$ cat src/sv/tbfc_pkg.sv
// Shared constants, types and rounding helper for the three-band FIR crossover.
// No dependencies; every other file depends on this package.
package tbfc_pkg;

    localparam int TAPS      = 1023;
    localparam int CHANNELS  = 2;
    localparam int DATA_W    = 24;
    localparam int FRAC_W    = 23;
    localparam int TAP_W     = $clog2(TAPS);
    localparam int CH_IDX_W  = (CHANNELS > 1) ? $clog2(CHANNELS) : 1;
    localparam int HIST_D    = CHANNELS * TAPS;
    localparam int HA_W      = $clog2(HIST_D);
    localparam int PROD_W    = 2 * DATA_W;
    localparam int ACC_W     = PROD_W + TAP_W;
    localparam int RES_W     = ACC_W + 1;
    localparam int HALF_DLY  = (TAPS - 1) / 2;

    localparam logic [1:0] MODE_SAMPLE   = 2'd0;
    localparam logic [1:0] MODE_LOW_TAP  = 2'd1;
    localparam logic [1:0] MODE_HIGH_TAP = 2'd2;

    localparam logic signed [RES_W-1:0] HALF_LSB = RES_W'(2 ** (FRAC_W - 1));
    localparam logic signed [RES_W-1:0] SAT_HI   = RES_W'(8388607);
    localparam logic signed [RES_W-1:0] SAT_LO   = RES_W'(-8388608);

    typedef struct packed {
        logic clr;   // clear accumulators
        logic mac;   // memory read data carries one tap product
        logic dly;   // memory read data carries the delayed sample
    } mac_ctl_t;

    // floor(x / 2^23 + 1/2), saturated to 24 bits signed
    function automatic logic signed [DATA_W-1:0] round_sat(input logic signed [RES_W-1:0] x);
        logic signed [RES_W-1:0] t;
        logic signed [RES_W-1:0] q;
        t = x + HALF_LSB;
        q = t >>> FRAC_W;
        if (q > SAT_HI)
            q = SAT_HI;
        else if (q < SAT_LO)
            q = SAT_LO;
        return q[DATA_W-1:0];
    endfunction

endpackage

$ cat src/sv/tbfc_mac.sv
// Dual multiply-accumulate datapath: registered products, two accumulators
// and capture of the delayed center sample. Depends on tbfc_pkg.
module tbfc_mac (
    input  logic                               clk,
    input  logic                               rst_n,
    input  tbfc_pkg::mac_ctl_t                 ctl,
    input  logic signed [tbfc_pkg::DATA_W-1:0] x,
    input  logic signed [tbfc_pkg::DATA_W-1:0] lo_tap,
    input  logic signed [tbfc_pkg::DATA_W-1:0] hi_tap,
    output logic signed [tbfc_pkg::ACC_W-1:0]  acc_lo,
    output logic signed [tbfc_pkg::ACC_W-1:0]  acc_hi,
    output logic signed [tbfc_pkg::DATA_W-1:0] dly,
    output logic                               busy
);
    import tbfc_pkg::*;

    logic                      mul_vld_reg;
    logic signed [PROD_W-1:0]  prod_lo_reg;
    logic signed [PROD_W-1:0]  prod_hi_reg;
    logic signed [ACC_W-1:0]   acc_lo_reg;
    logic signed [ACC_W-1:0]   acc_hi_reg;
    logic signed [DATA_W-1:0]  dly_reg;

    always_ff @(posedge clk or negedge rst_n)
    begin
        if (!rst_n)
            mul_vld_reg <= 1'b0;
        else
            mul_vld_reg <= ctl.mac;
    end

    always_ff @(posedge clk)
    begin
        if (ctl.mac)
        begin
            prod_lo_reg <= lo_tap * x;
            prod_hi_reg <= hi_tap * x;
        end
        if (ctl.dly)
            dly_reg <= x;
        if (ctl.clr)
        begin
            acc_lo_reg <= '0;
            acc_hi_reg <= '0;
        end
        else if (mul_vld_reg)
        begin
            acc_lo_reg <= acc_lo_reg + ACC_W'(prod_lo_reg);
            acc_hi_reg <= acc_hi_reg + ACC_W'(prod_hi_reg);
        end
    end

    assign acc_lo = acc_lo_reg;
    assign acc_hi = acc_hi_reg;
    assign dly    = dly_reg;
    assign busy   = mul_vld_reg;

endmodule

$ cat config.mk
export PLATFORM = sky130hd
export DESIGN_NAME = tbfc_mac
export DESIGN_NICKNAME = d
export VERILOG_FILES = /design/src/sv/tbfc_pkg.sv /design/src/sv/tbfc_mac.sv
export SDC_FILE = /design/constraint.sdc
export NUM_CORES = 2
export LEC_CHECK = 0
export BUFFER_PORTS_ARGS = -buffer_cell sky130_fd_sc_hd__buf_4
export CAP_MARGIN = 20
export CORE_ASPECT_RATIO = 1.25
export CORE_UTILIZATION = 50
export CTS_CLUSTER_SIZE = 12
export DETAILED_ROUTE_END_ITERATION = 8
export HOLD_SLACK_MARGIN = 0.06
export PLACE_DENSITY = 0.73
export SETUP_SLACK_MARGIN = 0.3
export SLEW_MARGIN = 20
export SYNTH_ARGS = -nofsm -noshare
export SYNTH_HDL_FRONTEND = slang
export SYNTH_SLANG_ARGS = --single-unit
$ cat constraint.sdc
create_clock -name clk -period 3.8 [get_ports clk]
set_input_delay 0.76 -clock clk [delete_from_list [all_inputs] [get_ports clk]]
set_output_delay 0.76 -clock clk [all_outputs]
set_load 0.01 [all_outputs]
==> impl_metrics.tcl <==
set metrics [dict create \
    synth_edf_count 120 \
    io_pins 218 \
    synth_area_per_cell_sq_um 9.291 \
    wl_per_cell_um 19.59 \
    hp-class "primary input to register" \
    timing_max_transition_violations_final 0 \
    max_slew_margin_pct 52.21 \
    synth.net_count 7711 \
    netlist_instances 6036 \
    post_route_cells_drive_above_1_share_pct 22.38 \
    util_after_layout_pct 61.67 \
    wire_length_of_the_first_global_routing_pass_mm 254.9 \
    synth.distinct_cells 87 \
    fin_ws_ns -2.952 \
    timing_hold_violations_final 0 \
    clk-insertion-delay-late_ns 0.64 \
    timing.critical_path.fanout_max 5 \
    worst_ep_required_time_ns 4.18 \
    grt_antenna_before_repair 3 \
    warning_count_from_the_yosys_run 0 \
    globalRoute.totalOverflow 0 \
    pin_count_of_the_biggest_net_entering_global_routing 54 \
    synth.top_cells.by_area "fa_1, ha_1, inv_1" \
    dr.first_iter.drc_count 2698 \
    number_of_buffers_between_clock_root_and_the_deepest_sink 3 \
    final-setup-viol-count 84 \
    crit_path_max_incr_delay_ns 0.54 \
    route.detailed.vias_per_inst 5.409 \
    synthesis.area_sq_um 56080 \
    outcome "finished with violations" \
    async_set_or_reset_flop_fraction_in_the_synthesized_netlist_pct 0.4219 \
    layout_worst_path_cycle_share_pct 177.7 \
    finalWeightedCongestion 0.9201 \
    ant_nets 0 \
    first_global_vias 48370 \
    cpMaxStageDelayCell "fa_1" \
    fin_skew_ns 0.01331 \
    synth_ff_type "edfxtp_1" \
    detail_route.first_pass.iterations 8 \
    drc 20 \
    max_freq_mhz 148.1 \
    quantity_of_i_o_buffers_inserted_on_ports 217 \
    design.final.nets 8410 \
    synthToLayoutAreaGrowth_pct 22.51 \
    cts_buffers 30 \
    htreeDepth 1 \
    detailroute.via_count 44470 \
    cts.sink_count 237 \
    synth_most_common_cell "inv_1" \
    synth.cells.most_frequent "inv_1, fa_1, nand2_1, and2_1, ha_1" \
    min_period_ns 6.752 \
    critPathArrivalTime_ns 7.13 \
    filler_cell_count 9097 \
    die_height_um 376.4 \
    groute.usage.overall_pct 28.72 \
    rsz0062_at_grt "yes" \
    die_area_sq_um 113500 \
    netlist.area_leader.share_pct 43.41 \
    cts_tree "built" \
    cts.clk_slew.worst_paths_ns 0.06 \
    synth_seq_area_share_pct 10.61 \
    failing_checks "design-rule violations, negative setup slack" \
    core_sq_um 111400 \
    die_width_um 301.6 \
    multiInputGateArea_sq_um 46870 \
    floorplan.initialDensity_pct 50.33 \
    placement_rows 137 \
    worst-setup-path-type "primary input to register" \
    max_cap_viol_count 0 \
    final-seq-area_sq_um 5954 \
    ctsRootBufferMaster "clkbuf_16" \
    end_kind "register" \
    netlist.top_cell.by_area "fa_1" \
    hpwl_dp_mm 129.8 \
    cp-start-kind "primary input" \
    drt-total-wl_mm 161.0 \
    postSynthRegisterBits 237 \
    timing_worst_slew_pin_value_ns 0.7168 \
    cpMostUsedCell "fa_1" \
]
worst max-delay path, delay by kind of cell:
family	cells	cell delay, ns
compound gates	7	1.16
fa+ha+maj	8	3.74
buf+inv	10	0.84
simple gates	3	0.59
layout by cell type, fill, tap and decap left out, drive strengths merged, types with 12 or more instances in the layout:
| cell type | n |
|---|---|
| a21oi | 218 |
| nor2b | 21 |
| a21o | 99 |
| mux2i | 52 |
| fa | 1216 |
| nor2 | 234 |
| a31oi | 24 |
| nand3 | 45 |
| xor2 | 57 |
| ha | 382 |
| o21ai | 140 |
| o21bai | 35 |
| o21a | 37 |
| nor3 | 24 |
| clkinv | 12 |
| edfxtp | 120 |
| and2 | 549 |
| nand4 | 23 |
| xnor2 | 143 |
| dfxtp | 116 |
| inv | 1230 |
| nand2 | 719 |
| and3 | 25 |
| a211o | 12 |
| clkbuf | 44 |
| nand2b | 35 |
| a211oi | 29 |
| o211ai | 12 |
| o31ai | 14 |
| buf | 944 |
through the flow:
step / instance area [sq um] / worst slack (ns) / TNS, ns / hold WS (ns) / instances
6_report: 68710 / -2.952 / -187.18 / 0.3770 / 8220
5_1_grt: 68710 / -3.098 / -198.23 / 0.3523 / 8220
4_1_cts: 67430 / -2.881 / -175.98 / 0.3356 / 8170
3_5_place_dp: 64230 / -3.767 / -241.69 / 0.4629 / 8040
3_3_place_gp: 64230 / -3.716 / -236.44 / 0.4595 / 8040
2_1_floorplan: 57680 / -3.209 / -189.32 / 0.4644 / 6036
cells by family (layout without fill, tap and decap cells):
group	count (synthesis)	in the layout	synth area share [%]
other cells	0	2	0
mux	53	53	0.9482
simple gates	1724	1724	14.98
compound gates	707	707	8.237
xor+xnor	200	200	3.123
flops	237	237	10.61
buf+inv	1517	2240	10.17
fa+ha+maj	1598	1598	51.93
layer usage:
metal	part of all wire, %	GRT usage, %	vias to the layer above	wire, um
met1	38	35.52	22580	61820
met5	0.0081	0	-	13
met2	50	49.84	1578	79870
li1	-	-	19840	-
met4	5.3	12.73	2	8486
met3	6.7	3.857	467	10830
what timing repair did:
action,CTS,global route
hold buffers,1,0
endpoints found under the hold margin,1,0
resized for setup,355,195
pin swaps,241,176
gates cloned,6,5
buffers inserted,67,43
endpoints found under the setup margin,84,97
cell type report:
class                   instances  share of cell area, %
flip-flops and latches        237                  8.666
inverters                    1231                  6.758
clock buffers                  39                  1.231
well taps                    1459                  2.657
repair inverters                1               0.009105
diodes                          2               0.007284
repair buffers                952                  12.18
clock inverters                17                 0.2786
multi-input cells            4282                  68.21
worst paths after layout:
check	to	cells after the start	from	slack, ns
worst min-delay path	dly[8]	1	x[8]	0.38
worst max-delay path	prod_hi_reg[46]	28	x[0]	-2.95
max in group asynchronous	busy	2	rst_n	3.27
worst min register to register	acc_lo[49]	2	acc_lo[49]	0.47
min in group asynchronous	busy	2	rst_n	0.44
worst max register to register	acc_lo[57]	11	prod_lo_reg[1]	0.45
Power is left out: the tool's default activity adds up to more than one toggle a clock period on the data nets, which glitch-free logic cannot reach.
